`config.mk`:
```
export PLATFORM = sky130hd
export DESIGN_NAME = json_string_unescape_utf8
export DESIGN_NICKNAME = d
export VERILOG_FILES = /design/src/sv/jsu_pkg.sv /design/src/sv/jsu_decode.sv /design/src/sv/jsu_serial.sv /design/src/sv/json_string_unescape_utf8.sv
export SDC_FILE = /design/constraint.sdc
export NUM_CORES = 1
export LEC_CHECK = 0
export ABC_AREA = 0
export BUFFER_PORTS_ARGS = -buffer_cell sky130_fd_sc_hd__clkbuf_2
export CAP_MARGIN = 25
export CORE_AREA = 2 2 63 110
export CTS_CLUSTER_DIAMETER = 50
export CTS_CLUSTER_SIZE = 16
export DETAILED_ROUTE_END_ITERATION = 12
export DIE_AREA = 0 0 65 112
export HOLD_SLACK_MARGIN = 0.12
export SYNTH_ARGS = -nofsm -noshare
export SYNTH_HDL_FRONTEND = slang
export SYNTH_SLANG_ARGS = --single-unit
```
`constraint.sdc`:
```
create_clock -name clk -period 5.15 [get_ports clk]
set_clock_uncertainty 0.1 [all_clocks]
set_input_delay 1.03 -clock clk [delete_from_list [all_inputs] [get_ports clk]]
set_output_delay 1.03 -clock clk [all_outputs]
set_load 0.01 [all_outputs]
```
`src/sv/jsu_pkg.sv`:
```
// Package for the JSON string unescaper: types, codes, character constants, helpers.
package jsu_pkg;

	// Decoder mode, one-hot
	typedef enum logic [2:0] {
		MODE_NORMAL = 3'b001,
		MODE_ESCAPE = 3'b010,
		MODE_HEX    = 3'b100
	} mode_t;

	// Result kinds
	localparam logic [1:0] KIND_DATA   = 2'd0;
	localparam logic [1:0] KIND_END    = 2'd1;
	localparam logic [1:0] KIND_UNTERM = 2'd2;
	localparam logic [1:0] KIND_BADHEX = 2'd3;

	// Characters of interest
	localparam logic [7:0] CH_QUOTE = 8'h22;
	localparam logic [7:0] CH_BSL   = 8'h5C;
	localparam logic [7:0] CH_SLASH = 8'h2F;
	localparam logic [7:0] CH_U     = 8'h75;
	localparam logic [7:0] CH_B     = 8'h62;
	localparam logic [7:0] CH_F     = 8'h66;
	localparam logic [7:0] CH_R     = 8'h72;
	localparam logic [7:0] CH_N     = 8'h6E;
	localparam logic [7:0] CH_T     = 8'h74;
	localparam logic [7:0] CH_V     = 8'h76;
	localparam logic [7:0] CH_A     = 8'h61;

	// Decoder state
	typedef struct packed {
		mode_t       mode;
		logic [1:0]  digits;
		logic [11:0] acc;
	} dec_state_t;

	// One result item
	typedef struct packed {
		logic [7:0] data;
		logic [1:0] kind;
	} result_t;

	// All results of one request, res[0] goes out first
	typedef struct packed {
		logic [1:0]         cnt;
		result_t [2:0]      res;
	} bundle_t;

	// Hex digit decode: {valid, value}
	function automatic logic [4:0] hex_digit(input logic [7:0] c);
		logic [4:0] r;
		r = 5'd0;
		if (c >= 8'h30 && c <= 8'h39) begin
			r = {1'b1, c[3:0]};
		end else if ((c >= 8'h61 && c <= 8'h66) || (c >= 8'h41 && c <= 8'h46)) begin
			r = {1'b1, c[3:0] + 4'd9};
		end
		return r;
	endfunction

endpackage

```
`src/sv/jsu_decode.sv`:
```
// Combinational decoder: current state and one input byte to next state and results.
module jsu_decode (
	input  jsu_pkg::dec_state_t cur,
	input  logic [7:0]          in_byte,
	input  logic                in_last,
	output jsu_pkg::dec_state_t nxt,
	output jsu_pkg::bundle_t    bnd
);

	logic [4:0]  hex;
	logic [15:0] cp;
	logic [7:0]  esc_byte;
	logic        esc_known;

	assign hex = jsu_pkg::hex_digit(in_byte);
	assign cp  = {cur.acc, hex[3:0]};

	// Single-character escapes
	always_comb begin
		esc_known = 1'b1;
		case (in_byte)
			jsu_pkg::CH_SLASH: esc_byte = jsu_pkg::CH_SLASH;
			jsu_pkg::CH_BSL:   esc_byte = jsu_pkg::CH_BSL;
			jsu_pkg::CH_B:     esc_byte = 8'h08;
			jsu_pkg::CH_F:     esc_byte = 8'h0C;
			jsu_pkg::CH_R:     esc_byte = 8'h0D;
			jsu_pkg::CH_N:     esc_byte = 8'h0A;
			jsu_pkg::CH_T:     esc_byte = 8'h09;
			jsu_pkg::CH_V:     esc_byte = 8'h0B;
			jsu_pkg::CH_A:     esc_byte = 8'h07;
			default: begin
				esc_byte  = jsu_pkg::CH_BSL;
				esc_known = 1'b0;
			end
		endcase
	end

	// Mode handling
	always_comb begin
		nxt.mode   = jsu_pkg::MODE_NORMAL;
		nxt.digits = 2'd0;
		nxt.acc    = 12'd0;
		bnd.cnt    = 2'd0;
		bnd.res[0] = '{data: 8'd0, kind: jsu_pkg::KIND_DATA};
		bnd.res[1] = '{data: 8'd0, kind: jsu_pkg::KIND_DATA};
		bnd.res[2] = '{data: 8'd0, kind: jsu_pkg::KIND_DATA};
		case (cur.mode)
			jsu_pkg::MODE_ESCAPE: begin
				if (in_last) begin
					bnd.cnt         = 2'd1;
					bnd.res[0].kind = jsu_pkg::KIND_UNTERM;
				end else if (in_byte == jsu_pkg::CH_U) begin
					nxt.mode = jsu_pkg::MODE_HEX;
				end else if (esc_known) begin
					bnd.cnt         = 2'd1;
					bnd.res[0].data = esc_byte;
				end else begin
					// unknown escape keeps the backslash
					bnd.cnt         = 2'd2;
					bnd.res[0].data = jsu_pkg::CH_BSL;
					bnd.res[1].data = in_byte;
				end
			end
			jsu_pkg::MODE_HEX: begin
				if (in_last) begin
					bnd.cnt         = 2'd1;
					bnd.res[0].kind = jsu_pkg::KIND_UNTERM;
				end else if (!hex[4]) begin
					bnd.cnt         = 2'd1;
					bnd.res[0].kind = jsu_pkg::KIND_BADHEX;
				end else if (cur.digits == 2'd3) begin
					// UTF-8 encode the code point
					if (cp <= 16'h007F) begin
						bnd.cnt         = 2'd1;
						bnd.res[0].data = cp[7:0];
					end else if (cp <= 16'h07FF) begin
						bnd.cnt         = 2'd2;
						bnd.res[0].data = {3'b110, cp[10:6]};
						bnd.res[1].data = {2'b10, cp[5:0]};
					end else begin
						bnd.cnt         = 2'd3;
						bnd.res[0].data = {4'hE, cp[15:12]};
						bnd.res[1].data = {2'b10, cp[11:6]};
						bnd.res[2].data = {2'b10, cp[5:0]};
					end
				end else begin
					nxt.mode   = jsu_pkg::MODE_HEX;
					nxt.digits = cur.digits + 2'd1;
					nxt.acc    = {cur.acc[7:0], hex[3:0]};
				end
			end
			default: begin
				if (in_byte == jsu_pkg::CH_QUOTE) begin
					bnd.cnt         = 2'd1;
					bnd.res[0].kind = jsu_pkg::KIND_END;
				end else if (in_last) begin
					bnd.cnt         = 2'd1;
					bnd.res[0].kind = jsu_pkg::KIND_UNTERM;
				end else if (in_byte == jsu_pkg::CH_BSL) begin
					nxt.mode = jsu_pkg::MODE_ESCAPE;
				end else begin
					bnd.cnt         = 2'd1;
					bnd.res[0].data = in_byte;
				end
			end
		endcase
	end

endmodule

```
`src/sv/jsu_serial.sv`:
```
// Result register: holds one request's results and sends them one per cycle while m_tready is high.
module jsu_serial (
	input  logic             clk,
	input  logic             arst_n,
	input  logic             load,
	input  jsu_pkg::bundle_t bnd,
	output logic             free,
	output logic             m_tvalid,
	input  logic             m_tready,
	output logic [7:0]       m_tdata,   // out_byte[7:0]
	output logic [1:0]       m_tuser,   // out_kind[1:0]
	output logic             m_tlast    // out_last
);

	jsu_pkg::bundle_t bnd_q;
	logic             valid_q;
	logic [1:0]       idx_q;
	jsu_pkg::result_t cur;
	logic             at_end;

	assign cur      = bnd_q.res[idx_q];
	assign at_end   = idx_q == (bnd_q.cnt - 2'd1);
	assign m_tvalid = valid_q;
	assign m_tdata  = cur.data;
	assign m_tuser  = cur.kind;
	assign m_tlast  = at_end;
	// can take new results once the last one held is leaving
	assign free     = !valid_q || (m_tready && at_end);

	// Control
	always_ff @(posedge clk or negedge arst_n) begin
		if (!arst_n) begin
			valid_q <= 1'b0;
			idx_q   <= 2'd0;
		end else if (load) begin
			valid_q <= 1'b1;
			idx_q   <= 2'd0;
		end else if (valid_q && m_tready) begin
			if (at_end) begin
				valid_q <= 1'b0;
			end else begin
				idx_q <= idx_q + 2'd1;
			end
		end
	end

	// Payload
	always_ff @(posedge clk) begin
		if (load) begin
			bnd_q <= bnd;
		end
	end

endmodule

```
`src/sv/json_string_unescape_utf8.sv`:
```
// Latency: the first result of a request is offered the cycle after it is accepted.
// Throughput: one request per cycle while each makes at most one result and m_tready is high; a
// request with more results holds the input until its last result leaves, one sent per ready cycle.
// Requests with no result (backslash, u, first hex digits) also wait while the output is busy.
// Reset clears the decoder to normal text mode and empties the result register.
module json_string_unescape_utf8 (
	input  logic       clk,
	input  logic       arst_n,
	input  logic       s_tvalid,
	output logic       s_tready,
	input  logic [7:0] s_tdata,   // in_byte[7:0]
	input  logic       s_tlast,   // in_last
	output logic       m_tvalid,
	input  logic       m_tready,
	output logic [7:0] m_tdata,   // out_byte[7:0]
	output logic [1:0] m_tuser,   // out_kind[1:0]
	output logic       m_tlast    // out_last
);

	jsu_pkg::dec_state_t st_q;
	jsu_pkg::dec_state_t st_nxt;
	jsu_pkg::bundle_t    bnd;
	logic                free;
	logic                s_acc;
	logic                load;

	assign s_tready = free;
	assign s_acc    = s_tvalid && s_tready;
	assign load     = s_acc && (bnd.cnt != 2'd0);

	jsu_decode u_dec (
		.cur     (st_q),
		.in_byte (s_tdata),
		.in_last (s_tlast),
		.nxt     (st_nxt),
		.bnd     (bnd)
	);

	jsu_serial u_ser (
		.clk      (clk),
		.arst_n   (arst_n),
		.load     (load),
		.bnd      (bnd),
		.free     (free),
		.m_tvalid (m_tvalid),
		.m_tready (m_tready),
		.m_tdata  (m_tdata),
		.m_tuser  (m_tuser),
		.m_tlast  (m_tlast)
	);

	// Decoder state
	always_ff @(posedge clk or negedge arst_n) begin
		if (!arst_n) begin
			st_q.mode   <= jsu_pkg::MODE_NORMAL;
			st_q.digits <= 2'd0;
			st_q.acc    <= 12'd0;
		end else if (s_acc) begin
			st_q <= st_nxt;
		end
	end

	// A marker or error result always closes its request
	a_kind_last: assert property (@(posedge clk) disable iff (!arst_n)
		(m_tvalid && m_tuser != jsu_pkg::KIND_DATA) |-> m_tlast)
		else $error("marker result not flagged last");

	// A byte flagged last always leaves the decoder in normal mode
	a_last_normal: assert property (@(posedge clk) disable iff (!arst_n)
		(s_acc && s_tlast) |=> (st_q.mode == jsu_pkg::MODE_NORMAL))
		else $error("decoder not in normal mode after last byte");

	// Read index stays within the held results
	a_idx_range: assert property (@(posedge clk) disable iff (!arst_n)
		m_tvalid |-> (u_ser.idx_q < u_ser.bnd_q.cnt))
		else $error("result index beyond held count");

endmodule
```
[Word level (Yosys, flattened, before mapping)]
Index checks and enable logic that the tools add are counted.
Word-level totals
  register bits: 48
Cells by class
  $add $sub $neg: 4
  order comparisons: 9
  equality and inequality tests: 16
  mux-type cells: 61
  bitwise logic cells: 3
  reductions and logical operators: 18
Operators with widths (number)
  8-bit two-way mux: 18
  8-bit by 7-bit == test with 1-bit output (second input constant): 9
  7-bit case mux with 8 select lines: 1
  17-bit two-way mux: 3
  2-bit two-way mux: 15
  10-bit binary-select mux with 2-bit select: 1
  10-bit two-way mux: 2
  10-bit case mux with 2 select lines: 1
  8-bit by 6-bit == test with 1-bit output (second input constant): 2
  8-bit by 7-bit greater-or-equal comparator with 1-bit output (second input constant): 2
  16-bit by 11-bit <= comparator with 1-bit output (second input constant): 1
  16-bit by 7-bit <= comparator with 1-bit output (second input constant): 1
  8-bit by 7-bit <= comparator with 1-bit output (second input constant): 2
  8-bit case mux with 2 select lines: 1
  14-bit two-way mux: 1
  3-bit two-way mux: 4
  6-bit two-way mux: 2
  5-bit two-way mux: 2
  9-bit OR reduction: 1
  8-bit by 6-bit greater-or-equal comparator with 1-bit output (second input constant): 1
  8-bit by 6-bit <= comparator with 1-bit output (second input constant): 1
  1-bit logical AND: 7
  1-bit two-way mux: 7
  7-bit two-way mux: 1
  18 further kinds: 25

[Logic depth before layout (Yosys ltp)]
  word-level depth: 16
  mapped depth: 9

[Hierarchy]
A second synthesis with hierarchy kept.
Second synthesis, totals
  cell total of the unflattened synthesis: 330
  area, all modules: 3345.7 um^2
Modules (own cells, without submodules)
  jsu_serial: times used 1, cells an instance 87, area an instance 1381.3 um^2
  jsu_decode: times used 1, cells an instance 205, area an instance 1273.7 um^2
  json_string_unescape_utf8: times used 1, cells an instance 38, area an instance 690.7 um^2

[Worst setup path before layout]
OpenSTA, ideal clock, no wires.
  path kind: input to register
  start point: input port s_tdata[1]
  end point: register u_ser.bnd_q[0] (netlist name) (enable)
  library setup time: 400 ps
  arrival time: 3300 ps
  slack: 1350 ps
  stages on the path: 7
  cells stage by stage: inv_1 -> ha_1 -> o21bai_1 -> a211oi_2 -> o211a_1 -> a211oi_2 -> a31oi_2
On the way
  cells in the longest elaborated chain, start to end: 14
Ends and longest elaborated chain
  start, declared: RTL line json_string_unescape_utf8.sv:11  | input logic [7:0] s_tdata,
  8-bit by 7-bit greater-or-equal comparator with 1-bit output or 8-bit by 7-bit <= comparator with 1-bit output (tied branches): RTL line jsu_pkg.sv:55  | end else if ((c >= 8'h61 && c <= 8'h66) || (c >= 8'h41 && c <= 8'h46)) begin
  1-bit logical AND: RTL line jsu_pkg.sv:55
  1-bit logical OR: RTL line jsu_pkg.sv:55
  5-bit two-way mux: RTL line jsu_pkg.sv:55
  5-bit two-way mux: RTL line jsu_pkg.sv:53  | if (c >= 8'h30 && c <= 8'h39) begin
  16-bit by 11-bit <= comparator with 1-bit output: RTL line jsu_decode.sv:76  | end else if (cp <= 16'h07FF) begin
  1-bit two-way mux: RTL line jsu_decode.sv:76
  2-bit two-way mux: RTL line jsu_decode.sv:73  | if (cp <= 16'h007F) begin
  10-bit two-way mux: RTL line jsu_decode.sv:71  | end else if (cur.digits == 2'd3) begin
  2-bit two-way mux: RTL line jsu_decode.sv:68  | end else if (!hex[4]) begin
  2-bit two-way mux: RTL line jsu_decode.sv:65  | if (in_last) begin
  2-bit case mux with 2 select lines (*): RTL line jsu_decode.sv:47  | case (cur.mode)
  2-bit nonzero test (*): RTL line json_string_unescape_utf8.sv:29  | assign load = s_acc && (bnd.cnt != 2'd0);
  1-bit logical AND (*): RTL line json_string_unescape_utf8.sv:29
  named net load: RTL line json_string_unescape_utf8.sv:25  | logic load;
  end signal, assigned: RTL line jsu_serial.sv:50  | bnd_q <= bnd;
  end, declared: RTL line jsu_serial.sv:15  | jsu_pkg::bundle_t bnd_q;
The timed path passes the listed nets; every way through them passes the cells marked *.
A chain may end at the register's enable or synchronous reset.

[Worst setup path in the final report]
  start point: input port s_tdata[0]
  end point: register u_ser.bnd_q[15] (netlist name) (enable)
The elaborated chain is that of the path after synthesis.

==> reports/results.tsv <==
metric	value	unit
synthTopCellsByCount	36 x sky130_fd_sc_hd__nand2_1, 27 x sky130_fd_sc_hd__edfxtp_1, 25 x sky130_fd_sc_hd__nor2_1	
ys.flop_type	sky130_fd_sc_hd__edfxtp_1	
drc	0	
hold-path-cell-count	1	
rows	39	
synth-warning-count	0	
tritoncts	built	
timing.critical_path.fanout_max	30	
grt_first_pass_wirelength	11.7	mm
leakage	1.28	nW
synth.top_cells.by_area	sky130_fd_sc_hd__edfxtp_1 29%, sky130_fd_sc_hd__dfrtp_1 17%, sky130_fd_sc_hd__nand2_1 4.8%	
insertion_delay	0.29	ns
detailroute.via_count	2356	
max_cap_violations	0	
grt-ovfl-total	0	
cts-htree-levels	2	
finalSetupViolations	0	
number_of_antenna_violations_at_the_first_check_in_global_routing	0	
cts.sink_count	47	
grt_util_all_layers	21.5	%
cts.repair_timing.setup_buffer_count	0	
synth_sequential_area_ratio	46.4	%
placement.cell_area	3010	µm²
detail_route.wl_per_cell	18.7	µm
post-route-cell-area	3170	µm²
grt_setup_unrepaired	false	
ant_nets	0	
dp_cells	385	
top_level_ports	26	
syn_area_per_cell	9.78	µm²
fp.dieArea	7280	µm²
netlist-cell-type-count	62	
synthCells	289	
slowest_delay	0.60	ns
stdcell_count	393	
design.final.nets	328	
max-slew-margin-rel	34.5	%
cts.path.max_buffers	2	
crit_chain	clkbuf_2, inv_1, ha_1, o21bai_1, a211oi_2, o211a_1, a211oi_2, a31oi_2, buf_4	
antenna_cells_inserted	0	
max_freq	0.266	GHz
synth-edff-count	27	
drt_pass1_iterations	4	
final_core_util	49.5	%
timing.critical_path.max_delay_family	compound AO/OA/AOI/OAI gates	
worst-setup-path-type	in2reg	
cp_slowest_cell	sky130_fd_sc_hd__a211oi_2	
chipHeight	112	µm
cts_made_buffers	5	
min_period	3.75	ns
grt_max_degree	31	
p_total	0.00124	W
io_buffers	25	
worst_setup_end_kind	register	
finalSetupTns	0	ns
avgViaCountPerCell	5.99	
place.gp.congestion	0.922	
clkSlewWorstSetupHoldPaths	0.06	ns
max_slew.worst_pin.slew	0.973	ns
starting_drc_count_in_detailed_routing	147	
starting_density_of_the_core	44.2	%
cts_hold_buffers	0	
place_hpwl	5.58	mm
synth_area_leader_cell	sky130_fd_sc_hd__edfxtp_1	
worst-r2r-cell-count	6	
layout-drive-gt1-share	15.1	%
ffs_latches_synth	47	
hp-class	reg2reg	
synth.cell_area	2830	µm²
timing.critical_path.from_type	input port	
syn_nets	307	
critPathArrivalTime	3.61	ns
synth_most_common_cell	sky130_fd_sc_hd__nand2_1	
power_per_cell_area	392	nW/µm²
postRouteWirelength	7.37	mm
syn2layout_area_growth	12.0	%
post_route_fraction_of_the_period_consumed_by_the_critical_path	72.9	%
timing.critical_path.mode_cell	sky130_fd_sc_hd__a211oi_2	
ctsResizeCount	0	
ir_worst_vdd	0.000168	V
first_global_vias	2267	
status	completed	
slew_viol_final	0	
cp_num_cells	9	
clock_tree.root_cell	sky130_fd_sc_hd__clkbuf_16	
timing.critical_path.required	5.01	ns
path_buf_inv	3	
yosysTopAreaCellShare	28.7	%
finalHoldViolations	0	
fp.coreArea	6390	µm²
synth_async_sr_flop_share	42.6	%
die_w	65	µm
-- report_power, final --
part / internal (W) / switching (W)
combinational: 0.000151 / 0.000214
sequential: 0.000477 / 0.0000637
clock: 0.000194 / 0.000140
total: 0.000821 / 0.000418
-- registers in the layout, summed over array words and instances, names as in the netlist --
name            cells
u_ser.idx_q         2
st_q               17
u_ser.bnd_q        27
u_ser.m_tvalid      1
-- per-layer routing --
metal | global-route usage, % | vias up | wire, µm
li1 | - | 1125 | -
met1 | 25.2 | 1114 | 2910
met2 | 35.9 | 96 | 3790
met3 | 2.42 | 21 | 271
met4 | 14.6 | 0 | 395
met5 | 0 | - | 0
-- cells by family (layout without fill, tap and decap cells) --
logic type | after synthesis | in the layout | share of synthesized area, %
muxes | 11 | 11 | 3.90
DFF | 47 | 47 | 46.4
AOI/OAI and AO/OA | 89 | 89 | 22.2
adders and majority gates | 5 | 5 | 2.21
and+or+nand+nor | 110 | 110 | 20.5
xor gates and xnor gates | 5 | 5 | 1.55
buffers and inverters | 22 | 44 | 3.14
-- final timing paths --
path / endpoint / slack (ns) / startpoint
setup / recovery: u_ser.bnd_q[15]$_DFFE_PP_ / 1.40 / s_tdata[0]
hold / removal: st_q[12]$_DFFE_PN0P_ / 0.39 / st_q[12]$_DFFE_PN0P_
setup reg to reg: u_ser.bnd_q[15]$_DFFE_PP_ / 2.13 / u_ser.idx_q[0]$_DFFE_PN0P_
hold reg to reg: st_q[12]$_DFFE_PN0P_ / 0.39 / st_q[12]$_DFFE_PN0P_
max in group asynchronous: st_q[14]$_DFFE_PN1P_ / 3.97 / arst_n
min in group asynchronous: st_q[16]$_DFFE_PN0P_ / 0.61 / arst_n
-- cell type report --
class,count,area (µm²)
clock buffers,6,139
inverters,10,37.5
flip-flops and latches,47,1310
fillers,610,3230
clock inverters,2,16.3
repair buffers,26,133
multi-input cells,220,1430
well taps,82,103
-- per-stage QoR --
step | hold slack [ns] | setup slack, ns
3_3_place_gp | 0.378 | 1.30
2_1_floorplan | 0.354 | 1.35
4_1_cts | 0.389 | 1.44
5_1_grt | 0.422 | 1.23
6_report | 0.388 | 1.40
3_5_place_dp | 0.377 | 1.16
-- cell usage in the layout, fill, tap and decap left out, types with 8 or more instances in the layout --
cell type                   n
sky130_fd_sc_hd__o21ai_1    8
sky130_fd_sc_hd__nor2_1    25
sky130_fd_sc_hd__clkbuf_2  25
sky130_fd_sc_hd__and3_1     9
sky130_fd_sc_hd__a21oi_1   15
sky130_fd_sc_hd__edfxtp_1  27
sky130_fd_sc_hd__mux2i_1   11
sky130_fd_sc_hd__a22o_1    10
sky130_fd_sc_hd__nand2_1   36
sky130_fd_sc_hd__inv_1      9
sky130_fd_sc_hd__o21ai_0   19
sky130_fd_sc_hd__dfrtp_1   19
(Power assumes the default switching activity.)
